===== config.mk =====
export PLATFORM = sky130hd
export DESIGN_NAME = sfit_back
export DESIGN_NICKNAME = d
export VERILOG_FILES = /design/src/sv/sfit_pkg.sv /design/src/sv/sfit_back.sv
export SDC_FILE = /design/constraint.sdc
export NUM_CORES = 1
export LEC_CHECK = 0
export BUFFER_PORTS_ARGS = -buffer_cell sky130_fd_sc_hd__buf_2
export CORE_MARGIN = 1
export CORE_UTILIZATION = 25
export CTS_BUF_LIST = sky130_fd_sc_hd__clkbuf_16
export DETAILED_ROUTE_END_ITERATION = 7
export HOLD_SLACK_MARGIN = 0.1
export MAX_ROUTING_LAYER = met4
export PLACE_DENSITY = 0.42
export SLEW_MARGIN = 25
export SYNTH_ARGS = -nofsm -noshare
export SYNTH_HDL_FRONTEND = slang
export SYNTH_SLANG_ARGS = --single-unit

===== constraint.sdc =====
create_clock -name clk -period 7.36 [get_ports clk]
set_clock_uncertainty 0.05 [all_clocks]
set_input_delay 0.736 -clock clk [delete_from_list [all_inputs] [get_ports clk]]
set_output_delay 0.736 -clock clk [all_outputs]
set_load 0.005 [all_outputs]

===== src/sv/sfit_pkg.sv =====
// Shared types, constants and helpers for the sheet feed interval timing core.
package sfit_pkg;

  localparam int TIME_W = 16;
  localparam int DIV_W  = 30;
  localparam int DEN_W  = 16;
  localparam int SUM_W  = DIV_W + 1;
  localparam int MRG_W  = 10;
  localparam int IDX_W  = 3;

  localparam logic [IDX_W-1:0] REG_PATH_LEN  = 3'd0;
  localparam logic [IDX_W-1:0] REG_REF_LEN   = 3'd1;
  localparam logic [IDX_W-1:0] REG_ADJ_SHORT = 3'd2;
  localparam logic [IDX_W-1:0] REG_ADJ_EQUAL = 3'd3;
  localparam logic [IDX_W-1:0] REG_ADJ_LONG  = 3'd4;

  localparam logic [TIME_W-1:0] PATH_LEN_RST = 16'd2700;
  localparam logic [TIME_W-1:0] REF_LEN_RST  = 16'd2970;

  localparam logic [DIV_W-1:0] SCALE_10K = 30'd10000;
  localparam logic [DIV_W-1:0] SCALE_1K  = 30'd1000;
  localparam logic [31:0]      RECIP_10  = 32'hCCCC_CCCD;
  localparam int               RECIP_SH  = 35;

  localparam logic [9:0] WT_BAND1_LO = 10'd60;
  localparam logic [9:0] WT_BAND2_LO = 10'd106;
  localparam logic [9:0] WT_BAND3_LO = 10'd177;

  localparam logic [1:0] ROW_BELOW = 2'd0;
  localparam logic [1:0] ROW_EQUAL = 2'd1;
  localparam logic [1:0] ROW_ABOVE = 2'd2;

  localparam logic [1:0] CLS_600   = 2'd0;
  localparam logic [1:0] CLS_700   = 2'd1;
  localparam logic [1:0] CLS_OTHER = 2'd2;

  localparam logic [MRG_W-1:0] MARGIN_TAB [3][3][3] = '{
    '{ '{10'd280, 10'd240, 10'd240}, '{10'd280, 10'd281, 10'd281},
       '{10'd350, 10'd550, 10'd550} },
    '{ '{10'd190, 10'd100, 10'd100}, '{10'd190, 10'd119, 10'd119},
       '{10'd302, 10'd411, 10'd411} },
    '{ '{10'd170, 10'd100, 10'd100}, '{10'd190, 10'd119, 10'd119},
       '{10'd302, 10'd411, 10'd411} }
  };

  typedef struct packed {
    logic              action;
    logic              le;
    logic              lt;
    logic [MRG_W-1:0]  margin;
    logic [TIME_W-1:0] adj;
    logic [TIME_W-1:0] cbase;
    logic [TIME_W-1:0] tamper;
    logic [TIME_W-1:0] paddle;
    logic [TIME_W-1:0] cadd;
    logic [TIME_W-1:0] init;
  } side_t;

  typedef struct packed {
    logic [DEN_W-1:0] rem;
    logic [DIV_W-1:0] nq;
    logic [DEN_W-1:0] den;
  } lane_t;

  function automatic lane_t div_step(lane_t x);
    logic [DEN_W:0] sh;
    logic [DEN_W:0] dif;
    lane_t          y;
    sh  = {x.rem, x.nq[DIV_W-1]};
    dif = sh - {1'b0, x.den};
    y.den = x.den;
    if (sh >= {1'b0, x.den}) begin
      y.rem = dif[DEN_W-1:0];
      y.nq  = {x.nq[DIV_W-2:0], 1'b1};
    end else begin
      y.rem = sh[DEN_W-1:0];
      y.nq  = {x.nq[DIV_W-2:0], 1'b0};
    end
    return y;
  endfunction

endpackage


===== src/sv/sfit_back.sv =====
// Combine stages: transit sum, divide by ten, base time and final time sums.
module sfit_back (
  input  logic                        clk,
  input  logic                        rst_n,
  input  logic                        in_vld,
  input  logic [sfit_pkg::DIV_W-1:0]  quo_a,
  input  logic [sfit_pkg::DIV_W-1:0]  quo_b,
  input  sfit_pkg::side_t             in_side,
  output logic                        out_vld,
  output logic [15:0]                 prep_time,
  output logic [15:0]                 base_time
);
  import sfit_pkg::*;

  logic              v1_r, v2_r, v3_r, v4_r;
  logic [SUM_W-1:0]  sum_r, sum_nxt;
  logic              d10_r, d10_nxt;
  side_t             s1_r, s2_r, s3_r;
  logic [63:0]       prod;
  logic [TIME_W-1:0] q10_r, lo_r;
  logic              d10b_r;
  logic [TIME_W-1:0] tr;
  logic [TIME_W-1:0] base3_r, base3_nxt, add3_r, add3_nxt;
  logic [TIME_W-1:0] prep_r, base_r;

  always_comb begin
    d10_nxt = 1'b1;
    if (!in_side.action) begin
      if (in_side.le) sum_nxt = (quo_a >= quo_b) ? SUM_W'(quo_a - quo_b) : '0;
      else sum_nxt = SUM_W'(quo_a) + SUM_W'(quo_b);
    end else if (in_side.lt) begin
      sum_nxt = SUM_W'(quo_b);
      d10_nxt = 1'b0;
    end else begin
      sum_nxt = SUM_W'(quo_a) + SUM_W'(quo_b);
    end
  end

  assign prod = {32'd0, 32'(sum_r)} * {32'd0, RECIP_10};

  always_comb begin
    tr = d10b_r ? q10_r : lo_r;
    if (!s2_r.action) begin
      base3_nxt = tr + TIME_W'(s2_r.margin);
      add3_nxt  = s2_r.tamper + s2_r.paddle;
    end else begin
      base3_nxt = s2_r.cbase + tr + s2_r.adj;
      add3_nxt  = s2_r.cadd;
    end
  end

  always_ff @(posedge clk) begin
    if (!rst_n) begin
      v1_r <= 1'b0;
      v2_r <= 1'b0;
      v3_r <= 1'b0;
      v4_r <= 1'b0;
    end else begin
      v1_r <= in_vld;
      v2_r <= v1_r;
      v3_r <= v2_r;
      v4_r <= v3_r;
    end
  end

  always_ff @(posedge clk) begin
    sum_r   <= sum_nxt;
    d10_r   <= d10_nxt;
    s1_r    <= in_side;
    q10_r   <= prod[RECIP_SH +: TIME_W];
    lo_r    <= sum_r[TIME_W-1:0];
    d10b_r  <= d10_r;
    s2_r    <= s1_r;
    base3_r <= base3_nxt;
    add3_r  <= add3_nxt;
    s3_r    <= s2_r;
    base_r  <= base3_r;
    prep_r  <= base3_r + add3_r + s3_r.init;
  end

  assign out_vld   = v4_r;
  assign prep_time = prep_r;
  assign base_time = base_r;

endmodule


* After elaboration in Yosys (flattened, before gate mapping) *
Cells that the tools add are included.

cells by class
  $add $sub $neg = 8
  multipliers = 1
  $lt $le $gt $ge = 1
  mux-type cells = 8

operator list
  kind                                                  count
  2-to-1 mux 31 bit                                     4
  adder 16 bit                                          5
  multiplier 31 x 32 -> 51 bit (second input constant)  1
  2-to-1 mux 16 bit                                     3
  adder 30 x 30 -> 31 bit                               1
  subtractor 30 x 30 -> 31 bit                          1
  >= comparator 30 bit                                  1
  adder 16 x 10 -> 16 bit                               1
  2-to-1 mux 1 bit                                      1

word-level totals
  flip-flop bits (word level) = 363
  output and inout port bits = 33

* Depth between registers and ports, before layout *
Gate-level depths: netlist of the first run.

  depth after elaboration = 4
  mapped depth = 28

* Worst setup path after synthesis of the first run *
Ideal clock, no wire load.

  path type = register to register
  start point = register sum_r[5]
  end point = register q10_r[15]
  arrival time = 6.700 ns
  data required time = 7.189 ns
  setup slack = 0.489 ns
  stages on the path, launching flop included = 28
  period minus slack after synthesis = 6.871 ns
  cells stage by stage = dfxtp_1 -> inv_1 -> ha_1 -> inv_1 -> fa_1 -> inv_1 -> fa_1 -> inv_1 -> fa_1 -> inv_1 -> fa_1 -> inv_1 -> fa_1 -> inv_1 -> fa_1 -> fa_1 -> inv_1 -> ha_1 -> nand2_1 -> o21ai_0 -> o211ai_1 -> o31ai_1 -> a21oi_1 -> nor3_1 -> nor3_1 -> o31ai_1 -> a21oi_1 -> xnor2_1

between the ends
  longest elaborated chain between the ends = 1

ends and longest elaborated chain
  what                          RTL line         text
  start, declared               sfit_back.sv:16  logic [SUM_W-1:0] sum_r, sum_nxt;
  start signal, assigned        sfit_back.sv:67  sum_r <= sum_nxt;
  multiplier 31 x 32 -> 51 bit  sfit_back.sv:39  assign prod = {32'd0, 32'(sum_r)} * {32'd0, RECIP_10};
  via prod[50]                  sfit_back.sv:19  logic [63:0] prod;
  end signal, assigned          sfit_back.sv:70  q10_r <= prod[RECIP_SH +: TIME_W];
  end, declared                 sfit_back.sv:20  logic [TIME_W-1:0] q10_r, lo_r;

The timed path passes the listed nets, and every way through them passes these cells.
A chain may end at the register's enable or synchronous reset.

* Final worst setup path of the first run *
Ends and elaborated chain as after synthesis.

==> results of run 1 <==
==> cell families (layout without fill, tap and decap cells) <==
kind of cell               Yosys count  in the layout  synth area share
xor gates and xnor gates            93             93            0.0327
adders and majority gates          605            605             0.382
and+or+nand+nor                    388            388            0.0753
other                                0              3                 0
muxes                               26             26            0.0113
AOI/OAI and AO/OA                  459            459             0.127
buffers and inverters              500            763            0.0793
DFF                                363            363             0.292
==> final timing paths <==
path | cells past startpoint | start | slack [ns] | endpoint
worst min register to register | 0 | s2_r[15]$_DFF_P_ | 0.27 | s3_r[15]$_DFF_P_
worst min-delay path | 1 | in_side[17] | 0.20 | s1_r[17]$_DFF_P_
worst max register to register | 28 | sum_r[5]$_DFF_P_ | 0.35 | q10_r[15]$_DFF_P_
worst max-delay path | 28 | sum_r[5]$_DFF_P_ | 0.35 | q10_r[15]$_DFF_P_
==> per-layer routing <==
metal | vias up | part of all wire | track usage
met4 | 0 | 0.016 | 0.0271
li1 | 8557 | - | -
met2 | 369 | 0.50 | 0.250
met3 | 65 | 0.044 | 0.0243
met1 | 8593 | 0.44 | 0.177
met5 | - | 0 | -
==> repair_timing <==
action                                  CTS  global route
pin swaps                                 0             4
endpoints found under the setup margin    1            10
gates resized for setup                   1            20
==> layout make-up <==
cell class | count | area [um2]
Multi-Input combinational cell | 1571 | 15700
Antenna cell | 3 | 7.51
Sequential cell | 363 | 7270
Clock buffer | 42 | 1050
Tap cell | 1287 | 1610
Fill cell | 10300 | 69600
Timing Repair Buffer | 237 | 1270
Inverter | 450 | 1690
Clock inverter | 34 | 322
==> layout by cell type, fill, tap and decap left out, types with 14 or more instances in the layout <==
cell / netlist / routed
xnor2_1: 71 / 71
nor3_1: 40 / 36
mux2_2: 16 / 16
nand2_1: 88 / 88
o21ai_0: 84 / 83
o31ai_1: 24 / 22
clkbuf_16: 0 / 42
and2_1: 14 / 14
buf_4: 1 / 33
a21o_1: 32 / 32
nor2_1: 114 / 114
dfxtp_1: 363 / 360
o21bai_1: 15 / 15
or3_1: 17 / 17
nand3_1: 22 / 22
inv_1: 447 / 449
xor2_1: 22 / 22
buf_2: 8 / 204
fa_1: 260 / 259
nand2b_1: 21 / 21
a211oi_1: 15 / 15
nand4_1: 18 / 18
ha_1: 345 / 344
a21oi_1: 127 / 125
a221oi_1: 16 / 16
==> Yosys cell counts (all sizes together), types with 16 or more instances <==
library cell	n	area, um2
dfxtp	363	7270
a221oi	19	196
a21o	34	258
nand4	18	113
or3	17	106
nand3	23	120
nand2	88	330
mux2	16	180
ha	345	4320
a21oi	131	671
nand2b	21	131
fa	260	5200
nor3	41	210
xnor2	71	622
o31ai	25	193
o21ai	90	454
xor2	22	193
nor2	117	447
clkbuf	35	181
inv	449	1690
==> flip-flops by register name, indices dropped and copies added, names as in the netlist, 16 cells and up <==
name and flops:
add3_r 16, base3_r 16, base_time 16, lo_r 16, prep_time 16, q10_r 16
s1_r 107, s2_r 107, s3_r 16, sum_r 31
==> critical path, delay by kind of cell, from the launching register on <==
family	cells	cell delay [ns]
adders and majority gates	9	4.08
xor gates and xnor gates	1	0.13
AOI/OAI and AO/OA	6	1.08
and+or+nand+nor	3	0.39
buffers and inverters	9	0.83
DFF	1	0.31
==> per-stage QoR <==
step | cells | hold slack (ns) | TNS, ns | setup WS, ns
floorplan | 2434 | 0.260 | 0 | 0.489
global placement | 3908 | 0.262 | 0 | 0.0581
detailed placement | 3908 | 0.262 | -0.0287 | -0.0287
CTS | 3984 | 0.146 | 0 | 0.0364
global route | 3987 | 0.149 | -0.00508 | -0.00508
finish | 3987 | 0.195 | 0 | 0.346
==> flow_summary.json, run 1 <==
{
  "run_status": "complete, no violations",
  "cts_max_level": 2,
  "coreArea_um2": 98600,
  "track_usage": 0.145,
  "clk_latency_ns": 0.59,
  "drc_errors": 0,
  "postRouteAntennaNets": 0,
  "finalMaxSlewViolations": 0,
  "antenna_found_initial": 7,
  "die_w_um": 318,
  "start_util": 0.253,
  "dpl_cell_area_um2": 27500,
  "syn_nets": 3211,
  "final_layout_size_suffix_gt1_frac": 0.141,
  "fp-row-count": 115,
  "period_needed_ns": 7.01,
  "cpPeakStageDelay_ns": 0.58,
  "startpoint_type": "flop",
  "syn_area_um2": 24900,
  "crit_required_ns": 7.77,
  "synth_edf_count": 0,
  "cp_common_cell": "fa_1",
  "netlist_instances": 2434,
  "cap_violations": 0,
  "die_area_um2": 101000,
  "grt_pass1_wl_mm": 109,
  "cts_root_buf": "clkbuf_16",
  "ys_types": 92,
  "vias_per_cell": 4.41,
  "hpwl_mm": 61.1,
  "clkTransAtPathRegs_ns": 0.06,
  "design_area_um2": 29000,
  "nets": 3442,
  "synth_area_per_cell_um2": 10.2,
  "gp_congestion": 0.913,
  "cts_buffers": 42,
  "ios": 205,
  "syn_to_final_growth_pct": 16.3,
  "worstPathMaxFanout": 4,
  "tightest_slew_ns": 0.933,
  "fin_util": 0.294,
  "yosys_most_used_dff": "dfxtp_1",
  "end_kind": "flop",
  "die_h_um": 318,
  "yosys_warnings": 0,
  "first_pass_iters": 5,
  "avgRoutedWirePerCell_um": 17.9,
  "async_flop_share": 0,
  "cts_setup_buffers": 0,
  "critPathArrivalTime_ns": 7.42,
  "clockBufferDepth": 3,
  "first_global_vias": 19000,
  "hold_viol": 0,
  "fmax_ghz": 0.143,
  "vias": 17600,
  "hp-class": "in2reg",
  "setup_viol": 0,
  "ys_seq_area_frac": 0.292,
  "ys_ff_latch": 363,
  "grt_max_degree": 56,
  "hold_buffers": 0,
  "cpMaxStageDelayCell": "fa_2",
  "period_share": 0.953,
  "drt_iter0_drc": 801,
  "worst-setup-path-type": "reg2reg",
  "clock-sinks": 363,
  "overflow": 0,
  "drt-total-wl_mm": 71.4,
  "cts_tree": "yes",
  "port_buffers": 204,
  "max_slew_margin": 0.376
}
Power of run 1 is left out: the tool's default activity adds up to more than one toggle a clock period on the data nets, which glitch-free logic cannot reach.
==> run 2: changes to the inputs <==
--- a/config.mk
+++ b/config.mk
@@ -12,7 +12,7 @@
 export DETAILED_ROUTE_END_ITERATION = 7
 export HOLD_SLACK_MARGIN = 0.1
 export MAX_ROUTING_LAYER = met4
-export PLACE_DENSITY = 0.42
+export PLACE_DENSITY = 0.52
 export SLEW_MARGIN = 25
 export SYNTH_ARGS = -nofsm -noshare
 export SYNTH_HDL_FRONTEND = slang
==> flow_summary.json, run 2 (same netlist as run 1, synthesis figures left out) <==
{
  "r2r_end": "q10_r[15]$_DFF_P_",
  "die_area_um2": 101000,
  "final_layout_size_suffix_gt1_frac": 0.137,
  "drt_iter0_drc": 737,
  "first_global_vias": 18100,
  "avgRoutedWirePerCell_um": 16.7,
  "overflow": 0,
  "nFillCells": 10400,
  "clk_latency_ns": 0.58,
  "die_w_um": 318,
  "end_kind": "flop",
  "ios": 205,
  "cts_tree": "yes",
  "first_pass_iters": 5,
  "clkTransAtPathRegs_ns": 0.06,
  "vias_per_cell": 4.34,
  "tightest_slew_ns": 0.984,
  "critPathArrivalTime_ns": 7.44,
  "setup_viol": 0,
  "cts_buffers": 42,
  "period_share": 0.953,
  "hold_buffers": 0,
  "period_needed_ns": 7.02,
  "port_buffers": 204,
  "hp-class": "in2reg",
  "final_common_cell": "inv_1",
  "hold_depth": 1,
  "hpwl_mm": 56.0,
  "min_from": "in_side[95]",
  "drt-total-wl_mm": 66.4,
  "grt_max_degree": 57,
  "cap_violations": 0,
  "antenna_found_initial": 10,
  "finalMaxSlewViolations": 0,
  "vias": 17300,
  "grt_pass1_wl_mm": 103,
  "cts_root_buf": "clkbuf_16",
  "max_slew_margin": 0.327,
  "nets": 3435,
  "crit_required_ns": 7.78,
  "die_h_um": 318,
  "top_regs": "s1_r x107, s2_r x107, sum_r x31",
  "drc_errors": 0,
  "worst-setup-path-type": "reg2reg",
  "syn_to_final_growth_pct": 15.9,
  "fp-row-count": 115,
  "clock-sinks": 363,
  "run_status": "complete, no violations",
  "track_usage": 0.136,
  "rrSetupSlack_ns": 0.34,
  "worstReg2RegStart": "sum_r[17]$_DFF_P_",
  "worstPathMaxFanout": 6,
  "start_util": 0.253,
  "stdcell_count": 3982,
  "gp_congestion": 0.887,
  "layout_common_cells": "inv_1, dfxtp_1, ha_1",
  "reg2regPathDepth": 27,
  "hold_viol": 0,
  "cts_max_level": 2,
  "fin_util": 0.293,
  "startpoint_type": "flop",
  "min_to": "s1_r[95]$_DFF_P_",
  "fmax_ghz": 0.143,
  "clockBufferDepth": 3,
  "place_inst": 3900,
  "coreArea_um2": 98600,
  "postRouteAntennaNets": 0
}
run 2: critical path, cell delays in order, from the launching register on:
cell      delay, ns
dfxtp_1        0.34
ha_1           0.31
inv_1          0.06
fa_1           0.52
inv_1          0.09
fa_1           0.56
inv_1          0.07
fa_1           0.58
inv_1          0.09
fa_1           0.48
inv_1          0.07
fa_1           0.48
inv_1          0.05
fa_1           0.49
inv_1          0.06
fa_1           0.47
inv_1          0.04
ha_2           0.36
and3_1         0.20
o211ai_1       0.12
o31ai_1        0.29
a21oi_1        0.07
buf_4          0.18
nor3_4         0.22
nor3_2         0.09
o31ai_2        0.29
a21oi_1        0.12
xnor2_1        0.13
run 2: final cells by class:
class,instances,area [um2],area share
diodes,4,10.0,0.000347
clock inverters,35,312,0.0108
flip-flops and latches,363,7270,0.252
repair buffers,230,1220,0.0421
well taps,1287,1610,0.0558
multi-input cells,1571,15700,0.544
inverters,450,1690,0.0585
clock buffers,42,1050,0.0364
run 2: worst max-delay path by stage:
stage | to | from
after floorplan | q10_r[15]$_DFF_P_ | sum_r[5]$_DFF_P_
after global placement | q10_r[15]$_DFF_P_ | sum_r[17]$_DFF_P_
after detailed placement | q10_r[15]$_DFF_P_ | sum_r[17]$_DFF_P_
after CTS | q10_r[15]$_DFF_P_ | sum_r[11]$_DFF_P_
after global routing | q10_r[15]$_DFF_P_ | sum_r[20]$_DFF_P_
final | q10_r[15]$_DFF_P_ | sum_r[17]$_DFF_P_
run 2: repair_timing:
| item | CTS | global route |
|---|---|---|
| resized for setup | 0 | 10 |
| endpoints found under the hold margin | 0 | 0 |
| setup buffers | 0 | 1 |
| setup endpoints to repair | 0 | 4 |
run 2: metrics by stage:
stage	instance area (um2)	setup WS [ns]	hold WS, ns	setup TNS, ns
after global routing	28900	-0.111	0.155	-0.194
after detailed placement	27400	0.132	0.262	0
after global placement	27400	0.198	0.260	0
after floorplan	24900	0.489	0.260	0
final	28900	0.344	0.198	0
after CTS	28800	0.149	0.149	0
run 2: per-layer routing:
metal | global-route usage | vias up | share of wire | routed length [um]
li1 | - | 8545 | - | -
met5 | - | - | 0 | 0
met4 | 0.0389 | 0 | 0.029 | 1900
met1 | 0.176 | 8215 | 0.47 | 31300
met2 | 0.220 | 422 | 0.45 | 30100
met3 | 0.0211 | 97 | 0.046 | 3090
Power of run 2 is left out for the same reason.
==> run 3: changes to the inputs <==
--- a/config.mk
+++ b/config.mk
@@ -5,6 +5,7 @@
 export SDC_FILE = /design/constraint.sdc
 export NUM_CORES = 1
 export LEC_CHECK = 0
+export ABC_AREA = 1
 export BUFFER_PORTS_ARGS = -buffer_cell sky130_fd_sc_hd__buf_2
 export CORE_MARGIN = 1
 export CORE_UTILIZATION = 25
==> flow_summary.json, run 3 <==
{
  "track_usage": 0.163,
  "syn_nets": 4201,
  "max_slew_margin": 0.297,
  "postRouteAntennaNets": 0,
  "final_common_cell": "inv_1",
  "hold_viol": 0,
  "fp-row-count": 121,
  "drt-total-wl_mm": 89.8,
  "stdcell_count": 5145,
  "synth_top_area_frac": 0.262,
  "gp_congestion": 0.944,
  "cts_tree": "yes",
  "start_util": 0.253,
  "clock-sinks": 363,
  "startpoint": "sum_r[16]$_DFF_P_",
  "synth_xor_area_frac": 0.0259,
  "clk_latency_ns": 0.59,
  "cts-resized-gates": 0,
  "cts_buffers": 41,
  "startpoint_type": "flop",
  "period_needed_ns": 6.62,
  "fmax_ghz": 0.151,
  "critPathArrivalTime_ns": 7.06,
  "worstReg2RegStart": "sum_r[16]$_DFF_P_",
  "synth_edf_count": 0,
  "yosys.area_share.simple": 0.173,
  "antenna_found_initial": 6,
  "rrSetupSlack_ns": 0.74,
  "first_pass_iters": 6,
  "port_buffers": 204,
  "grt_pass1_wl_mm": 135,
  "first_global_vias": 22700,
  "netlist_instances": 3424,
  "yosys_warnings": 0,
  "worstPathMaxFanout": 5,
  "synth-compound-area-share": 0.0873,
  "coreArea_um2": 109000,
  "period_share": 0.900,
  "crit_end": "q10_r[15]$_DFF_P_",
  "reg2regPathDepth": 26,
  "run_status": "complete, no violations",
  "worst_slack_ns": 0.740,
  "ys_ff_latch": 363,
  "cpPeakStageDelay_ns": 0.58,
  "cp_common_cell": "inv_1",
  "syn_to_final_growth_pct": 15.0,
  "ios": 205,
  "die_w_um": 335,
  "vias_per_cell": 4.29,
  "synth.most_common_cell": "inv_1",
  "drc_errors": 0,
  "cap_violations": 0,
  "ys_types": 46,
  "synthAdderAreaFrac": 0.344,
  "cts_root_buf": "clkbuf_16",
  "tightest_slew_ns": 1.05,
  "avgRoutedWirePerCell_um": 17.4,
  "die_area_um2": 112000,
  "synth_common_cells": "inv_1, nand2_1, dfxtp_1",
  "hold_buffers": 0,
  "hp-class": "in2reg",
  "synthMuxAreaShare": 0.00325,
  "end_kind": "flop",
  "cts_max_level": 2,
  "rsz0062_at_grt": "false",
  "grt_max_degree": 50,
  "finalMaxSlewViolations": 0,
  "syn_area_um2": 27700,
  "async_flop_share": 0,
  "worst-setup-path-type": "reg2reg",
  "yosys_most_used_dff": "dfxtp_1",
  "clkTransAtPathRegs_ns": 0.06,
  "vias": 22100,
  "synth_top_cell_by_area": "dfxtp_1",
  "top_regs": "s1_r x107, s2_r x107, sum_r x31",
  "drt_iter0_drc": 1277,
  "overflow": 0,
  "synth_area_leaders": "dfxtp_1, fa_1, ha_1, inv_1, nand2_1",
  "final_layout_size_suffix_gt1_frac": 0.0855,
  "dp_slack_ns": 0.798,
  "hpwl_mm": 77.7,
  "clockBufferDepth": 3,
  "setup_tns_ns": 0,
  "cpMaxStageDelayCell": "fa_1",
  "die_h_um": 335,
  "synth_area_per_cell_um2": 8.09,
  "place_inst": 5064,
  "synth_top_family_by_area": "adder cells",
  "layout_common_cells": "inv_1, nand2_1, dfxtp_1",
  "crit_required_ns": 7.80,
  "cts_setup_buffers": 0,
  "r2r_end": "q10_r[15]$_DFF_P_",
  "setup_viol": 0,
  "nets": 4408,
  "ys_seq_area_frac": 0.262
}
## run 3: through the flow
stage | area, um2 | hold WS (ns) | utilization
after floorplan | 27700 | 0.260 | -
after global placement | 30400 | 0.260 | 0.278
after detailed placement | 30400 | 0.262 | 0.278
after CTS | 31800 | 0.194 | 0.291
after global routing | 31900 | 0.196 | 0.291
final | 31900 | 0.219 | 0.291
## run 3: cell type report
cell class	instances	area, um2
Antenna cell	7	17.5
Clock buffer	42	1050
Clock inverter	32	400
Fill cell	11900	77600
Inverter	710	2670
Multi-Input combinational cell	2306	17600
Sequential cell	363	7270
Tap cell	1476	1850
Timing Repair Buffer	209	1060
## run 3: metal layers
metal  global-route usage  wire [um]  part of all wire  vias to the layer above
li1                     -          -                 -                    11100
met3               0.0185       3850             0.043                      133
met5                    -          0                 0                        -
met2                0.275      42700              0.48                      591
met1                0.201      40000              0.45                    10200
met4               0.0563       3210             0.036                        0
## run 3: logic make-up after synthesis
group,after synthesis
DFF,363
muxes,8
buffers and inverters,755
and+or+nand+nor,1167
AOI/OAI and AO/OA,444
xor gates and xnor gates,82
adders and majority gates,605
## run 3: worst max-delay path, delay by kind of cell, from the launching register on
family | cells | cell delay, ns
AO/OA/AOI/OAI | 1 | 0.13
flip-flops | 1 | 0.37
buffers and inverters | 8 | 0.56
AND/OR/NAND/NOR | 8 | 1.10
adder cells (fa/ha/maj) | 9 | 4.33
## run 3: worst min-delay path by stage
stage / slack [ns] / start / cells past startpoint / to
floorplan: 0.26 / d10_r$_SDFF_PN1_ / 0 / d10b_r$_DFF_P_
global placement: 0.26 / s1_r[86]$_DFF_P_ / 0 / s2_r[86]$_DFF_P_
detailed placement: 0.26 / s1_r[68]$_DFF_P_ / 0 / s2_r[68]$_DFF_P_
CTS: 0.19 / in_side[24] / 1 / s1_r[24]$_DFF_P_
global route: 0.20 / in_side[41] / 1 / s1_r[41]$_DFF_P_
finish: 0.22 / in_side[34] / 1 / s1_r[34]$_DFF_P_
Power of run 3 is left out for the same reason.
