File: src/sv/sfit_pkg.sv
// Shared types, constants and helpers for the sheet feed interval timing core.
package sfit_pkg;

  localparam int TIME_W = 16;
  localparam int DIV_W  = 30;
  localparam int DEN_W  = 16;
  localparam int SUM_W  = DIV_W + 1;
  localparam int MRG_W  = 10;
  localparam int IDX_W  = 3;

  localparam logic [IDX_W-1:0] REG_PATH_LEN  = 3'd0;
  localparam logic [IDX_W-1:0] REG_REF_LEN   = 3'd1;
  localparam logic [IDX_W-1:0] REG_ADJ_SHORT = 3'd2;
  localparam logic [IDX_W-1:0] REG_ADJ_EQUAL = 3'd3;
  localparam logic [IDX_W-1:0] REG_ADJ_LONG  = 3'd4;

  localparam logic [TIME_W-1:0] PATH_LEN_RST = 16'd2700;
  localparam logic [TIME_W-1:0] REF_LEN_RST  = 16'd2970;

  localparam logic [DIV_W-1:0] SCALE_10K = 30'd10000;
  localparam logic [DIV_W-1:0] SCALE_1K  = 30'd1000;
  localparam logic [31:0]      RECIP_10  = 32'hCCCC_CCCD;
  localparam int               RECIP_SH  = 35;

  localparam logic [9:0] WT_BAND1_LO = 10'd60;
  localparam logic [9:0] WT_BAND2_LO = 10'd106;
  localparam logic [9:0] WT_BAND3_LO = 10'd177;

  localparam logic [1:0] ROW_BELOW = 2'd0;
  localparam logic [1:0] ROW_EQUAL = 2'd1;
  localparam logic [1:0] ROW_ABOVE = 2'd2;

  localparam logic [1:0] CLS_600   = 2'd0;
  localparam logic [1:0] CLS_700   = 2'd1;
  localparam logic [1:0] CLS_OTHER = 2'd2;

  localparam logic [MRG_W-1:0] MARGIN_TAB [3][3][3] = '{
    '{ '{10'd280, 10'd240, 10'd240}, '{10'd280, 10'd281, 10'd281},
       '{10'd350, 10'd550, 10'd550} },
    '{ '{10'd190, 10'd100, 10'd100}, '{10'd190, 10'd119, 10'd119},
       '{10'd302, 10'd411, 10'd411} },
    '{ '{10'd170, 10'd100, 10'd100}, '{10'd190, 10'd119, 10'd119},
       '{10'd302, 10'd411, 10'd411} }
  };

  typedef struct packed {
    logic              action;
    logic              le;
    logic              lt;
    logic [MRG_W-1:0]  margin;
    logic [TIME_W-1:0] adj;
    logic [TIME_W-1:0] cbase;
    logic [TIME_W-1:0] tamper;
    logic [TIME_W-1:0] paddle;
    logic [TIME_W-1:0] cadd;
    logic [TIME_W-1:0] init;
  } side_t;

  typedef struct packed {
    logic [DEN_W-1:0] rem;
    logic [DIV_W-1:0] nq;
    logic [DEN_W-1:0] den;
  } lane_t;

  function automatic lane_t div_step(lane_t x);
    logic [DEN_W:0] sh;
    logic [DEN_W:0] dif;
    lane_t          y;
    sh  = {x.rem, x.nq[DIV_W-1]};
    dif = sh - {1'b0, x.den};
    y.den = x.den;
    if (sh >= {1'b0, x.den}) begin
      y.rem = dif[DEN_W-1:0];
      y.nq  = {x.nq[DIV_W-2:0], 1'b1};
    end else begin
      y.rem = sh[DEN_W-1:0];
      y.nq  = {x.nq[DIV_W-2:0], 1'b0};
    end
    return y;
  endfunction

endpackage

File: src/sv/sfit_front.sv
// Operand stage: divider dividends, divisors, margin lookup and adjustment select.
module sfit_front (
  input  logic                        clk,
  input  logic                        rst_n,
  input  logic                        in_vld,
  input  logic                        action,
  input  logic [15:0]                 sheet_length,
  input  logic [15:0]                 entry_speed,
  input  logic [15:0]                 finisher_speed,
  input  logic [1:0]                  speed_class,
  input  logic [9:0]                  media_weight,
  input  logic [15:0]                 compile_base_time,
  input  logic [15:0]                 tamper_open_time,
  input  logic [15:0]                 sub_paddle_time,
  input  logic [15:0]                 compile_add_time,
  input  logic [15:0]                 init_time,
  input  logic [15:0]                 path_len,
  input  logic [15:0]                 ref_len,
  input  logic [15:0]                 adj_short,
  input  logic [15:0]                 adj_equal,
  input  logic [15:0]                 adj_long,
  output logic                        out_vld,
  output logic [sfit_pkg::DIV_W-1:0]  num_a,
  output logic [sfit_pkg::DEN_W-1:0]  den_a,
  output logic [sfit_pkg::DIV_W-1:0]  num_b,
  output logic [sfit_pkg::DEN_W-1:0]  den_b,
  output sfit_pkg::side_t             side
);
  import sfit_pkg::*;

  logic              vld_r;
  logic [DIV_W-1:0]  num_a_r, num_a_nxt, num_b_r, num_b_nxt;
  logic [DEN_W-1:0]  den_a_r, den_a_nxt, den_b_r, den_b_nxt;
  side_t             side_r, side_nxt;
  logic              le, lt;
  logic [15:0]       diff;
  logic [DIV_W-1:0]  p10k, d10k, l1k;
  logic [1:0]        row, band, ci;

  always_comb begin
    le   = sheet_length <= path_len;
    lt   = sheet_length < path_len;
    diff = le ? path_len - sheet_length : sheet_length - path_len;
    p10k = DIV_W'(path_len) * SCALE_10K;
    d10k = DIV_W'(diff) * SCALE_10K;
    l1k  = DIV_W'(sheet_length) * SCALE_1K;

    if (sheet_length < ref_len) row = ROW_BELOW;
    else if (sheet_length == ref_len) row = ROW_EQUAL;
    else row = ROW_ABOVE;

    if (media_weight >= WT_BAND1_LO && media_weight < WT_BAND2_LO) band = 2'd0;
    else if (media_weight >= WT_BAND2_LO && media_weight < WT_BAND3_LO) band = 2'd1;
    else band = 2'd2;

    case (speed_class)
      CLS_600: ci = CLS_600;
      CLS_700: ci = CLS_700;
      default: ci = CLS_OTHER;
    endcase

    den_a_nxt = (entry_speed == '0) ? 16'd1 : entry_speed;
    den_b_nxt = (finisher_speed == '0) ? 16'd1 : finisher_speed;
    if (!action) begin
      num_a_nxt = p10k;
      num_b_nxt = d10k;
    end else begin
      num_a_nxt = lt ? '0 : d10k;
      num_b_nxt = lt ? l1k : p10k;
    end

    side_nxt.action = action;
    side_nxt.le     = le;
    side_nxt.lt     = lt;
    side_nxt.margin = MARGIN_TAB[ci][row][band];
    case (row)
      ROW_BELOW: side_nxt.adj = adj_short;
      ROW_EQUAL: side_nxt.adj = adj_equal;
      default:   side_nxt.adj = adj_long;
    endcase
    side_nxt.cbase  = compile_base_time;
    side_nxt.tamper = tamper_open_time;
    side_nxt.paddle = sub_paddle_time;
    side_nxt.cadd   = compile_add_time;
    side_nxt.init   = init_time;
  end

  always_ff @(posedge clk) begin
    if (!rst_n) begin
      vld_r <= 1'b0;
    end else begin
      vld_r <= in_vld;
    end
  end

  always_ff @(posedge clk) begin
    num_a_r <= num_a_nxt;
    num_b_r <= num_b_nxt;
    den_a_r <= den_a_nxt;
    den_b_r <= den_b_nxt;
    side_r  <= side_nxt;
  end

  assign out_vld = vld_r;
  assign num_a   = num_a_r;
  assign den_a   = den_a_r;
  assign num_b   = num_b_r;
  assign den_b   = den_b_r;
  assign side    = side_r;

endmodule

File: config.mk
export PLATFORM = sky130hd
export DESIGN_NAME = sfit_front
export DESIGN_NICKNAME = d
export VERILOG_FILES = /design/src/sv/sfit_pkg.sv /design/src/sv/sfit_front.sv
export SDC_FILE = /design/constraint.sdc
export NUM_CORES = 1
export LEC_CHECK = 0
export ABC_CLOCK_PERIOD_IN_PS = 6670
export BUFFER_PORTS_ARGS = -buffer_cell sky130_fd_sc_hd__buf_4
export CORE_UTILIZATION = 39
export CTS_CLUSTER_DIAMETER = 150
export DETAILED_ROUTE_END_ITERATION = 7
export HOLD_SLACK_MARGIN = 0.06
export SKIP_LAST_GASP = 1
export SLEW_MARGIN = 20
export SYNTH_ARGS = -nofsm -noshare
export SYNTH_HDL_FRONTEND = slang
export SYNTH_SLANG_ARGS = --single-unit
File: constraint.sdc
create_clock -name clk -period 6.67 [get_ports clk]
set_clock_uncertainty 0.15 [all_clocks]
set_input_delay 0 -clock clk [delete_from_list [all_inputs] [get_ports clk]]
set_output_delay 0 -clock clk [all_outputs]
set_load 0.005 [all_outputs]
# ---- Yosys cells after proc, flatten, opt, wreduce, memory -nomap -nowiden
# Index checks and enable logic that the tools add are counted.
dict set report totals {
  regBits 202
  latchBits 0
  mem_bits_rw 0
  rom_bits 0
  in_bits 224
  output_inout_bits 202
  wordCells 66
  n_memories 0
}
dict set report op_classes {
  add_sub_neg 2
  multipliers 3
  n_div 0
  magnitude_cmp 10
  n_eq_ne 3
  n_shift 0
  n_mux 20
  n_bitwise 3
  reduce_logical 7
}
# cell n
set ops {}
lappend ops {{90-bit binary-select mux with 2-bit select} 1}
lappend ops {{30-bit 2-to-1 mux} 6}
lappend ops {{90-bit 2-to-1 mux} 2}
lappend ops {{30-bit binary-select mux with 2-bit select} 1}
lappend ops {{16-bit by 10-bit multiplier with 26-bit output (second input constant)} 2}
lappend ops {{16-bit zero test} 2}
lappend ops {{16-bit less-than comparator} 2}
lappend ops {{16-bit one-hot mux with 2 select lines} 1}
lappend ops {{16-bit subtractor} 2}
lappend ops {{16-bit by 7-bit multiplier with 23-bit output (second input constant)} 1}
lappend ops {{10-bit binary-select mux with 2-bit select} 1}
lappend ops {{10-bit 2-to-1 mux} 2}
lappend ops {{16-bit equality test} 1}
lappend ops {{16-bit <= comparator} 1}
lappend ops {{16-bit 2-to-1 mux} 1}
lappend ops {{10-bit by 6-bit greater-or-equal comparator with 1-bit output (second input constant)} 1}
lappend ops {{10-bit by 7-bit greater-or-equal comparator with 1-bit output (second input constant)} 1}
lappend ops {{10-bit by 7-bit less-than comparator with 1-bit output (second input constant)} 1}
lappend ops {{10-bit by 8-bit less-than comparator with 1-bit output (second input constant)} 1}
lappend ops {{3-bit greater-or-equal comparator (second input constant)} 3}
lappend ops {{2-bit NOT with 3-bit output} 3}
lappend ops {{2-bit 2-to-1 mux} 4}
lappend ops {{2-bit by 1-bit equality test with 1-bit output (second input constant)} 2}
lappend ops {{2-bit zero test} 2}
lappend ops {{other kinds (3)} 4}

# ---- Longest topological paths before layout
# Gate-level depths: netlist of the first run.
dict set report logic_depth {
  ltp_word 12
  mapped_depth 32
  depth_no_buf 31
}

# ---- Least setup slack after synthesis of the first run
# Ideal clock, no wire load.
dict set report synth_path {
  path_type {input to register}
  from {input sheet_length[0]}
  to {register num_a_r[22] (netlist: num_a[22])}
  setup_ps 134
  arrival_ps 5918
  slack_ps 468
  stages 26
  n_path_buf 1
  path_cell_list {inv_1 ha_1 fa_1 and2b_1 o21ai_2 a31oi_4 o21ai_2 o21ai_4 buf_2 mux2i_2 xor2_2 ha_1 xor2_1 ha_1 fa_1 ha_1 inv_1 fa_1 inv_1 ha_1 a2111oi_0 a21oi_1 a31o_2 a31oi_1 xor2_1 o22ai_1}
}
dict set report synth_between {
  elab_chain_len 5
  elab_cells_between_ends 8
  cone_classes {add/sub: 2; mul: 1; order compare: 2; mux: 3}
}
# item line
set synth_lines {}
lappend synth_lines {{start, declared} sfit_front.sv:7} ;# input logic [15:0] sheet_length,
lappend synth_lines {{16-bit subtractor / 16-bit <= comparator (equally long branches)} {sfit_front.sv:43, sfit_front.sv:41}}
lappend synth_lines {{16-bit 2-to-1 mux} sfit_front.sv:43} ;# diff = le ? path_len - sheet_length : sheet_length - path_len;
lappend synth_lines {{16-bit by 10-bit multiplier with 26-bit output} sfit_front.sv:45} ;# d10k = DIV_W'(diff) * SCALE_10K;
lappend synth_lines {{30-bit 2-to-1 mux (*)} sfit_front.sv:68} ;# num_a_nxt = lt ? '0 : d10k;
lappend synth_lines {{30-bit 2-to-1 mux (*)} sfit_front.sv:64} ;# if (!action) begin
lappend synth_lines {{via num_a_nxt[22]} sfit_front.sv:32} ;# logic [DIV_W-1:0] num_a_r, num_a_nxt, num_b_r, num_b_nxt;
lappend synth_lines {{end signal, assigned} sfit_front.sv:97} ;# num_a_r <= num_a_nxt;
lappend synth_lines {{end, declared} sfit_front.sv:32}
# Mark *: on every way through the listed nets, which the timed path passes. The rest lies on a longest branch.
# A chain may end at the register's enable or synchronous reset.

# ---- Final worst setup path of the first run
dict set report layout_path {
  from {input path_len[2]}
  to {register num_b_r[29] (netlist: num_b[29])}
}
dict set report layout_between {
  elab_chain_len 4
  elab_cells_between_ends 9
  cone_classes {add/sub: 2; mul: 2; order compare: 2; mux: 3}
}
# item line
set layout_lines {}
lappend layout_lines {{start, declared} sfit_front.sv:17} ;# input logic [15:0] path_len,
lappend layout_lines {{16-bit subtractor / 16-bit <= comparator (equally long branches)} {sfit_front.sv:43, sfit_front.sv:41}}
lappend layout_lines {{16-bit 2-to-1 mux} sfit_front.sv:43}
lappend layout_lines {{16-bit by 10-bit multiplier with 26-bit output} sfit_front.sv:45}
lappend layout_lines {{30-bit 2-to-1 mux (*)} sfit_front.sv:64}
lappend layout_lines {{via num_b_nxt[29]} sfit_front.sv:32}
lappend layout_lines {{end signal, assigned} sfit_front.sv:98} ;# num_b_r <= num_b_nxt;
lappend layout_lines {{end, declared} sfit_front.sv:32}
# Marks and branches as above.

==> results of run 1 <==
[through the flow]
stage | utilization, % | total power [W] | instances | setup TNS [ns]
final | 60.82 | 0.01422 | 2868 | 0
after global routing | 60.81 | 0.01544 | 2867 | -0.007494
after CTS | 59.96 | 0.01372 | 2858 | 0
after detailed placement | 51.39 | 0.01237 | 2562 | -0.2495
after global placement | 51.39 | 0.01229 | 2562 | 0
after floorplan | - | 0.008279 | 1590 | 0
[flip-flops by register name, indices dropped and copies added (netlist names)]
register,count
num_b,27
den_a,16
out_vld,1
num_a,26
den_b,16
side,109
[timing repair]
item	CTS	global route
setup buffers	0	4
setup endpoints to repair	0	18
hold buffers	265	2
gates resized for setup	0	48
hold endpoints to repair	156	2
[worst paths after layout]
kind | slack (ns) | to | depth (start not counted) | start
min | 0.08 | den_b[6] | 2 | finisher_speed[6]
max | 0.20 | num_b[29] | 30 | path_len[2]
[routing by layer]
| layer | global-route usage (%) | part of all wire (%) | up-vias |
|---|---|---|---|
| met5 | 0 | 0 | - |
| met4 | 10.83 | 3.3 | 0 |
| met3 | 5.654 | 5.7 | 79 |
| met2 | 43.12 | 48 | 411 |
| met1 | 32.12 | 43 | 6760 |
| li1 | - | - | 6837 |
[cell type report]
cell class | count | area, um^2
antenna | 4 | 10.01
clock buffer | 17 | 425.4
clock inverter | 14 | 182.7
fill | 3172 | 14900
inverter | 254 | 955.9
multi-input combinational | 1068 | 10290
sequential | 195 | 3904
tap | 511 | 639.4
timing repair buffer | 805 | 6718
[logic make-up (layout without fill, tap and decap cells)]
logic type | Yosys count | after routing
adder cells (fa/ha/maj) | 366 | 366
buffers and inverters | 327 | 1090
flip-flops | 195 | 195
multiplexers | 35 | 35
other | 1 | 11
AND/OR/NAND/NOR | 248 | 248
AO/OA/AOI/OAI | 332 | 332
XOR/XNOR | 80 | 80
[layout by cell type, fill, tap and decap left out, types with 9 or more instances in the layout]
master	instances
sky130_fd_sc_hd__buf_4	537
sky130_fd_sc_hd__dlygate4sd3_1	266
sky130_fd_sc_hd__inv_1	250
sky130_fd_sc_hd__ha_1	241
sky130_fd_sc_hd__dfxtp_1	195
sky130_fd_sc_hd__fa_1	117
sky130_fd_sc_hd__a21oi_1	71
sky130_fd_sc_hd__o21ai_0	68
sky130_fd_sc_hd__nand2_1	62
sky130_fd_sc_hd__nor2_1	60
sky130_fd_sc_hd__a21o_1	46
sky130_fd_sc_hd__xor2_1	38
sky130_fd_sc_hd__xnor2_1	33
sky130_fd_sc_hd__nand3_1	26
sky130_fd_sc_hd__nor3_1	25
sky130_fd_sc_hd__mux2i_1	24
sky130_fd_sc_hd__o22ai_1	21
sky130_fd_sc_hd__clkbuf_16	17
sky130_fd_sc_hd__o21a_1	14
sky130_fd_sc_hd__nand2b_1	14
sky130_fd_sc_hd__nor2b_1	12
sky130_fd_sc_hd__o21bai_1	11
sky130_fd_sc_hd__a31oi_1	10
sky130_fd_sc_hd__a211oi_1	9
[power groups by stage]
stage	clock [W]	sequential, W	combinational [W]
after floorplan	0	0.00152	0.00676
after global placement	0	0.00152	0.0108
after detailed placement	0	0.00152	0.0108
after CTS	0.00112	0.00150	0.0111
after global routing	0.00117	0.00151	0.0128
final	0.00109	0.00150	0.0116
==> reports/qor.tcl, run 1 <==
set qor(outcome) {finished clean}
set qor(synth_seq_cells) 195
set qor(placementRows) 71
set qor(grt-ovfl-total) 0
set qor(yosysUniqueCellTypes) 85
set qor(synth_enable_flop_cells) 0
set qor(cp.arrival_ns) 6.63
set qor(path_max_fanout) 7
set qor(layout_min_cycle_time_ns) 6.474
set qor(placement.cell_area_mm2) 0.01954
set qor(critical_path_buf_inv_count) 9
set qor(post_synth_instance_area_mm2) 0.01518
set qor(ir_drop_v) 0.0008645
set qor(first_global_vias) 13770
set qor(worst_stage_delay_on_the_critical_path_ns) 0.54
set qor(detail_route.drc_violations) 0
set qor(multiplexer_area_fraction_after_synthesis_pct) 2.489
set qor(post-dp-hpwl_mm) 40.40
set qor(synth-simple-area-share_pct) 7.969
set qor(synth_top_cells_by_count) {sky130_fd_sc_hd__inv_1, sky130_fd_sc_hd__ha_1, sky130_fd_sc_hd__dfxtp_1}
set qor(synth_warnings) 0
set qor(synth_most_common_cell) {sky130_fd_sc_hd__inv_1}
set qor(number_of_sinks_handled_by_clock_tree_synthesis) 195
set qor(vias) 14090
set qor(p_clk_share_pct) 7.7
set qor(fp.dieArea_mm2) 0.03972
set qor(power_switching_w) 0.006882
set qor(required_ns) 6.82
set qor(crit_path_top_delay_cell) {sky130_fd_sc_hd__fa_1}
set qor(cts.reportedPaths.clkPinSlew_ns) 0.08
set qor(route.detailed.wl_per_inst_um) 18.56
set qor(synth_fa_ha_area_share_pct) 36.00
set qor(horiz_die_dim_um) 199.3
set qor(synth-seq-area-share_pct) 25.71
set qor(timing.max_cap.violations) 0
set qor(place.gp.congestion) 0.9375
set qor(overall_global_routing_resource_usage_pct) 25.86
set qor(worstHoldPathType) {in -> reg}
set qor(report.final.slew_viol_count) 0
set qor(setup_viol_count_final) 0
set qor(clockBufferDepth) 2
set qor(drtPass1Iterations) 5
set qor(ant_nets) 0
set qor(drt-initial-drc-count) 642
set qor(combinationalPowerShare_pct) 81.8
set qor(syn-mean-instance-area_um2) 9.585
set qor(synth_area_leaders) {sky130_fd_sc_hd__dfxtp_1, sky130_fd_sc_hd__ha_1, sky130_fd_sc_hd__fa_1}
set qor(leakage_nw) 11.68
set qor(seq_power_share_pct) 10.5
set qor(async_reset_ff_share_pct) 0
set qor(pin_count) 426
set qor(postSynth.topFlopCell) {sky130_fd_sc_hd__dfxtp_1}
set qor(critical-path-top-cell-by-count) {sky130_fd_sc_hd__buf_4}
set qor(worst_pin_slew_ns) 0.8901
set qor(postLayoutSetupSlackWorst_ns) 0.1955
set qor(portion_of_synthesized_cell_area_occupied_by_the_leading_cell_type_pct) 25.71
set qor(critical_path.endpoint_type) {register}
set qor(cts_tree) {yes}
set qor(power_report.internal_total_w) 0.007339
set qor(place.port_buffers) 417
set qor(grt_start_max_net_pins) 62
set qor(fin_crit_sh_pct) 97.07
set qor(grt_first_pass_wirelength_mm) 77.07
set qor(die_h_um) 199.3
set qor(cts_root_buffer) {sky130_fd_sc_hd__clkbuf_16}
set qor(avgViaCountPerCell) 4.912
set qor(synth_top_family_by_area) {adder cells}
set qor(synth-xor-area-share_pct) 4.862
set qor(power.share.switching_pct) 48.39
set qor(num-nets-final) 2931
set qor(final_area_mm2) 0.02312
set qor(syn-instance-count) 1584
set qor(initial_core_util_pct) 39.93
set qor(detail_route.wirelength_mm) 53.22
set qor(hold_viol) 0
set qor(synth-compound-area-share_pct) 14.53
set qor(antenna_found_initial) 4
set qor(worst_hold_slack_ns) 0.07574
set qor(h-tree-depth) 4
set qor(placement.setup.worst_slack_ns) -0.08435
set qor(cp_top_family) {adder cells}
set qor(tritoncts.num_buffers) 17
set qor(timing.slew.headroom_pct) 40.52
set qor(top_cell_type_by_total_area_after_synthesis) {sky130_fd_sc_hd__dfxtp_1}
set qor(timing.setup.critical_path_class) {in -> reg}
set qor(drive_gt1_share_pct) 27.16
set qor(area_growth_syn_to_layout_pct) 52.31
set qor(fmax_mhz) 154.5
set qor(power_density_mw_per_mm2) 615.0
set qor(worstSetupStartpointType) {input port}
set qor(core_area_mm2) 0.03802
Power figures use the tool's default switching activity.
==> inputs of run 2 (changes only) <==
--- a/config.mk
+++ b/config.mk
@@ -8,6 +8,7 @@
 export ABC_CLOCK_PERIOD_IN_PS = 6670
 export BUFFER_PORTS_ARGS = -buffer_cell sky130_fd_sc_hd__buf_4
 export CORE_UTILIZATION = 39
+export CTS_BUF_LIST = sky130_fd_sc_hd__clkbuf_4 sky130_fd_sc_hd__clkbuf_8
 export CTS_CLUSTER_DIAMETER = 150
 export DETAILED_ROUTE_END_ITERATION = 7
 export HOLD_SLACK_MARGIN = 0.06
==> run 2 against run 1 <==
Net effect: sequential cell count did not move; critical path type unchanged; sequential power barely moved; utilization barely moved; wire length rose by 1.6%; highest routed layer is now met5.
==> reports/qor.tcl, run 2 (synthesis results as in run 1) <==
set qor(initial_core_util_pct) 39.93 ;# unchanged
set qor(fin_crit_sh_pct) 97.21 ;# +0.14 points
set qor(route.detailed.wl_per_inst_um) 18.71 ;# +0.85%
set qor(worst_hold_startpoint) {path_len[14]}
set qor(clockBufferDepth) 2 ;# unchanged
set qor(area_growth_syn_to_layout_pct) 52.32 ;# about the same
set qor(number_of_sinks_handled_by_clock_tree_synthesis) 195 ;# unchanged
set qor(cp.arrival_ns) 6.69 ;# +0.06 ns
set qor(die_h_um) 199.3 ;# unchanged
set qor(power_density_mw_per_mm2) 602.8 ;# -2.0%
set qor(timing.max_cap.violations) 0 ;# unchanged
set qor(largest_register_ff_count) 109 ;# unchanged
set qor(power_switching_w) 0.006838 ;# -0.64%
set qor(critical_path_buf_inv_count) 9 ;# unchanged
set qor(combinationalPowerShare_pct) 83.2 ;# +1.4 points
set qor(outcome) {finished clean}
set qor(first_global_vias) 13960 ;# +1.4%
set qor(vias) 14180 ;# +0.66%
set qor(setup_viol_count_final) 0 ;# unchanged
set qor(timing.slew.headroom_pct) 40.33 ;# -0.19 points
set qor(layout_common_cells) {sky130_fd_sc_hd__buf_4, sky130_fd_sc_hd__dlygate4sd3_1, sky130_fd_sc_hd__inv_1}
set qor(placementRows) 71 ;# unchanged
set qor(cts_root_buffer) {sky130_fd_sc_hd__clkbuf_8}
set qor(ant_nets) 0 ;# unchanged
set qor(power.share.switching_pct) 49.05 ;# +0.65 points
set qor(antenna_found_initial) 7 ;# +3
set qor(cp_top_family) {adder cells}
set qor(grt-ovfl-total) 0 ;# unchanged
set qor(setup_total_negative_slack_ns) 0 ;# unchanged
set qor(place.gp.congestion) 0.9375 ;# unchanged
set qor(fp.dieArea_mm2) 0.03972 ;# unchanged
set qor(hold_viol) 0 ;# unchanged
set qor(worst_stage_delay_on_the_critical_path_ns) 0.54 ;# about the same
set qor(detail_route.wirelength_mm) 54.06 ;# +1.6%
set qor(drtPass1Iterations) 6 ;# +1
set qor(worstHoldPathType) {in -> reg}
set qor(min_delay_path_depth) 5 ;# +3
set qor(seq_power_share_pct) 10.7 ;# +0.2 points
set qor(num-nets-final) 2950 ;# +0.65%
set qor(worstSetupStartpointType) {input port}
set qor(place.port_buffers) 417 ;# unchanged
set qor(fmax_mhz) 154.2 ;# -0.14%
set qor(path_max_fanout) 7 ;# unchanged
set qor(leakage_nw) 11.67 ;# -0.13%
set qor(h-tree-depth) 4 ;# unchanged
set qor(placed_cells) 2562 ;# unchanged
set qor(layout_min_cycle_time_ns) 6.484 ;# +0.009254 ns
set qor(fillCellCount) 3156 ;# -0.50%
set qor(drt-initial-drc-count) 626 ;# -2.5%
set qor(cts_tree) {yes}
set qor(post-dp-hpwl_mm) 40.40 ;# unchanged
set qor(crit_path_top_delay_cell) {sky130_fd_sc_hd__fa_1}
set qor(finalNonFillerCells) 2889 ;# +0.73%
set qor(core_area_mm2) 0.03802 ;# unchanged
set qor(critical-path-top-cell-by-count) {sky130_fd_sc_hd__buf_4}
set qor(timing.setup.critical_path_class) {in -> reg}
set qor(grt_first_pass_wirelength_mm) 78.62 ;# +2.0%
set qor(avgViaCountPerCell) 4.908 ;# about the same
set qor(final_util_pct) 60.82 ;# about the same
set qor(overall_global_routing_resource_usage_pct) 26.43 ;# +0.57 points
set qor(p_clk_share_pct) 6.1 ;# -1.6 points
set qor(finalPower_w) 0.01394 ;# -2.0%
set qor(worst_pin_slew_ns) 0.8929 ;# +0.002878 ns
set qor(ir_drop_v) 0.0008501 ;# -1.7%
set qor(drive_gt1_share_pct) 26.90 ;# -0.26 points
set qor(pin_count) 426 ;# unchanged
set qor(leading_cell_type_in_the_layout_fill_and_taps_excluded) {sky130_fd_sc_hd__buf_4}
set qor(tritoncts.num_buffers) 17 ;# unchanged
set qor(detail_route.drc_violations) 0 ;# unchanged
set qor(required_ns) 6.87 ;# +0.05 ns
set qor(critical_path.endpoint_type) {register}
set qor(horiz_die_dim_um) 199.3 ;# unchanged
set qor(power_report.internal_total_w) 0.007103 ;# -3.2%
set qor(cts.reportedPaths.clkPinSlew_ns) 0.11 ;# +0.03 ns
set qor(grt_start_max_net_pins) 62 ;# unchanged
set qor(report.final.slew_viol_count) 0 ;# unchanged
set qor(worst_hold_path.endpoint) {num_a[29]}
-- run 2: changes by cell type in the layout (fill, tap and decap cells not counted), sizes merged --
cell          delta
dlygate4sd3     +22
buf              -2
diode            +2
dlymetal6s4s     -1
-- run 2: tightest hold or removal path, delay by kind of cell --
kind	cells	cell delay (ns)
buffers and inverters	1	0.15
AOI/OAI and AO/OA	2	0.27
adders and majority gates	2	0.31
-- run 2: area by class of cell --
class | instances | area, um^2 | share of cell area, %
repair buffers | 824 | 6914 | 29.90
multi-input cells | 1068 | 10280 | 44.46
flip-flops and latches | 195 | 3904 | 16.88
well taps | 511 | 639.4 | 2.765
clock buffers | 17 | 234.0 | 1.012
clock inverters | 14 | 182.7 | 0.7899
inverters | 254 | 955.9 | 4.134
diodes | 6 | 15.01 | 0.06492
-- run 2: stage by stage --
stage               hold WS (ns)  setup WS [ns]  cell area (um^2)
floorplan                -0.1223         0.4681             15200
global placement        -0.04566        0.03755             19540
detailed placement      -0.04452       -0.08435             19540
CTS                      0.06416        0.03040             22840
global route             0.09602       -0.01867             23120
finish                    0.1222         0.1863             23130
-- run 2: worst max-delay path by stage --
stage,start,endpoint,slack (ns),cells past startpoint
global placement,path_len[0],num_a[28],0.04,29
floorplan,sheet_length[0],num_a[22],0.47,26
detailed placement,sheet_length[0],num_b[29],-0.08,30
finish,path_len[1],num_b[29],0.19,30
CTS,path_len[15],num_b[29],0.03,30
global route,path_len[1],num_a[22],-0.02,31
-- run 2: power by group through the flow --
stage                     clock network, W  logic (W)  registers [W]
after floorplan                          0    0.00676        0.00152
after global placement                   0     0.0108        0.00152
after detailed placement                 0     0.0108        0.00152
after CTS                         0.000863     0.0111        0.00150
after global routing              0.000916     0.0127        0.00152
final                             0.000844     0.0116        0.00150
-- run 2: what timing repair did --
action                                  4_1_cts  5_1_grt
endpoints found under the hold margin       171        0
endpoints found under the setup margin        0       17
hold buffers                                288        0
resized for setup                             0       48
setup buffers                                 0        2
-- run 2: per-layer routing --
layer	GRT usage, %	vias to the layer above	share of wire (%)
met1	32.56	6791	42
met5	0	-	0.046
met2	43.41	430	48
li1	-	6864	-
met3	6.768	91	6.3
met4	11.57	4	3.3
==> inputs of run 3 (changes only) <==
--- a/config.mk
+++ b/config.mk
@@ -5,7 +5,7 @@
 export SDC_FILE = /design/constraint.sdc
 export NUM_CORES = 1
 export LEC_CHECK = 0
-export ABC_CLOCK_PERIOD_IN_PS = 6670
+export ABC_CLOCK_PERIOD_IN_PS = 8100
 export BUFFER_PORTS_ARGS = -buffer_cell sky130_fd_sc_hd__buf_4
 export CORE_UTILIZATION = 39
 export CTS_BUF_LIST = sky130_fd_sc_hd__clkbuf_4 sky130_fd_sc_hd__clkbuf_8
==> constraint.sdc (replaced) <==
create_clock -name clk -period 8.1 [get_ports clk]
set_clock_uncertainty 0.15 [all_clocks]
set_input_delay 0 -clock clk [delete_from_list [all_inputs] [get_ports clk]]
set_output_delay 0 -clock clk [all_outputs]
set_load 0.005 [all_outputs]
==> run 3 against run 2 <==
Net effect: die area did not move; count of clock-buffer cells in the layout did not move; non-clock buffer count fell by 98; sequential share of layout area rose by 0.74 points; total power fell by 28%; first-iteration DRC count fell by 9.6%.
==> reports/qor.tcl, run 3 (synthesis results as in run 1) <==
set qor(ant_nets) 0 ;# unchanged
set qor(detail_route.wirelength_mm) 50.77 ;# -6.1%
set qor(postCtsSetupRepairBufs) 0 ;# unchanged
set qor(vias) 13680 ;# -3.5%
set qor(timing.slew.headroom_pct) 37.83 ;# -2.5 points
set qor(cts_tree) {yes}
set qor(placement.cell_area_mm2) 0.01876 ;# -4.0%
set qor(path_max_fanout) 14 ;# +7
set qor(critical_path.endpoint_type) {register}
set qor(fin_crit_sh_pct) 93.29
set qor(h-tree-depth) 4 ;# unchanged
set qor(tritoncts.num_buffers) 17 ;# unchanged
set qor(ir_drop_v) 0.0006386 ;# -25%
set qor(cp.arrival_ns) 7.78 ;# +1.09 ns
set qor(fmax_mhz) 132.3
set qor(post_cts.resized_instances) 0 ;# unchanged
set qor(cts_root_buffer) {sky130_fd_sc_hd__clkbuf_8}
set qor(required_ns) 8.32 ;# +1.45 ns
set qor(timing.critical_path.to) {num_b[29]}
set qor(die_h_um) 199.3 ;# unchanged
set qor(power_density_mw_per_mm2) 453.9 ;# -25%
set qor(outcome) {finished clean}
set qor(fp.dieArea_mm2) 0.03972 ;# unchanged
set qor(first_global_vias) 13740 ;# -1.6%
set qor(crit_path_top_delay_cell) {sky130_fd_sc_hd__dlygate4sd3_1}
set qor(layout_common_cells) {sky130_fd_sc_hd__buf_4, sky130_fd_sc_hd__dlygate4sd3_1, sky130_fd_sc_hd__inv_1}
set qor(antenna_found_initial) 1 ;# -6
set qor(area_growth_syn_to_layout_pct) 45.91
set qor(place.port_buffers) 417 ;# unchanged
set qor(setup_viol_count_final) 0 ;# unchanged
set qor(leading_cell_type_in_the_layout_fill_and_taps_excluded) {sky130_fd_sc_hd__buf_4}
set qor(detail_route.drc_violations) 0 ;# unchanged
set qor(place.gp.congestion) 0.9109 ;# -2.8%
set qor(worstHoldPathType) {in -> reg}
set qor(drtPass1Iterations) 5 ;# -1
set qor(drt-initial-drc-count) 566 ;# -9.6%
set qor(timing.setup.critical_path_class) {in -> reg}
set qor(critical-path-top-cell-by-count) {sky130_fd_sc_hd__ha_1}
set qor(leakage_nw) 11.17 ;# -4.3%
set qor(post-dp-hpwl_mm) 37.75 ;# -6.6%
set qor(holdBufCountCts) 296 ;# +2.8%
set qor(core_area_mm2) 0.03802 ;# unchanged
set qor(final_area_mm2) 0.02215 ;# -4.2%
set qor(cts.reportedPaths.clkPinSlew_ns) 0.12 ;# about the same
set qor(placementRows) 71 ;# unchanged
set qor(final_util_pct) 58.26 ;# -2.6 points
set qor(timing.max_cap.violations) 0 ;# unchanged
set qor(initial_core_util_pct) 39.93 ;# unchanged
set qor(grt_use_met3_pct) 3.831 ;# -2.9 points
set qor(worstSetupStartpointType) {input port}
set qor(grt_setup_unrepaired) {false}
set qor(startpoint) {sheet_length[0]}
set qor(layout_min_cycle_time_ns) 7.557
set qor(num-nets-final) 2852 ;# -3.3%
set qor(hold_viol) 0 ;# unchanged
set qor(grt-busiest-layer) {met2}
set qor(setup_total_negative_slack_ns) 0 ;# unchanged
set qor(grt-ovfl-total) 0 ;# unchanged
set qor(number_of_sinks_handled_by_clock_tree_synthesis) 195 ;# unchanged
set qor(met2_usage_pct) 42.95 ;# -0.46 points
set qor(worst_pin_slew_ns) 0.9303 ;# +0.03737 ns
set qor(avgViaCountPerCell) 4.906 ;# about the same
set qor(pin_count) 426 ;# unchanged
set qor(route.detailed.wl_per_inst_um) 18.21 ;# -2.7%
set qor(routing_usage_on_met1_pct) 31.29 ;# -1.3 points
set qor(grt_start_max_net_pins) 62 ;# unchanged
set qor(fillCellCount) 3258 ;# +3.2%
set qor(worst_stage_delay_on_the_critical_path_ns) 0.58 ;# +0.04 ns
set qor(horiz_die_dim_um) 199.3 ;# unchanged
set qor(drive_gt1_share_pct) 21.93 ;# -5.0 points
set qor(largest_register_ff_count) 109 ;# unchanged
set qor(clockBufferDepth) 2 ;# unchanged
set qor(grt_first_pass_wirelength_mm) 75.80 ;# -3.6%
set qor(report.final.slew_viol_count) 0 ;# unchanged
set qor(overall_global_routing_resource_usage_pct) 25.08 ;# -1.4 points
## run 3: area by class of cell
type | count | area (um^2) | share of cell area, %
well taps | 511 | 639.4 | 2.886
multi-input cells | 1068 | 10030 | 45.29
inverters | 254 | 953.4 | 4.304
repair buffers | 726 | 6191 | 27.95
clock buffers | 17 | 234.0 | 1.056
flip-flops and latches | 195 | 3904 | 17.62
diodes | 2 | 5.005 | 0.02259
clock inverters | 15 | 193.9 | 0.8755
## run 3: worst max-delay path, delay by kind of cell
kind | cells | cell delay (ns)
compound gates | 9 | 2.15
xor+xnor | 2 | 0.70
buf+inv | 8 | 1.43
fa+ha+maj | 8 | 2.93
simple gates | 3 | 0.53
## run 3: power by group
part	switching (W)	total (W)	internal [W]
clock network	0.000433	0.000703	0.000270
logic	0.00479	0.00812	0.00333
registers	0.0000579	0.00123	0.00117
total	0.00528	0.0101	0.00477
## run 3: worst min-delay path by stage
stage / start / to / slack (ns) / cells past startpoint
final: path_len[5] / num_a[9] / 0.11 / 4
after detailed placement: init_time[2] / side[2] / -0.04 / 1
after global placement: sub_paddle_time[15] / side[47] / -0.05 / 1
after CTS: path_len[5] / num_a[9] / 0.06 / 4
after global routing: path_len[5] / num_a[9] / 0.11 / 4
after floorplan: init_time[0] / side[0] / -0.12 / 0
## run 3: stage by stage
stage / std cells / setup slack (ns) / hold slack, ns / power [W]
after floorplan: 1590 / 1.898 / -0.1223 / 0.006818
after detailed placement: 2458 / 0.6596 / -0.04443 / 0.009175
after global placement: 2458 / 0.7698 / -0.04542 / 0.009061
after global routing: 2787 / 0.1424 / 0.1100 / 0.01113
after CTS: 2786 / 0.5878 / 0.06478 / 0.01007
final: 2788 / 0.5431 / 0.1104 / 0.01005
## run 3: per-layer routing
layer	part of all wire [%]	vias up
li1	-	6661
met1	43	6552
met2	49	380
met3	4.3	85
met4	3.2	0
met5	0	-
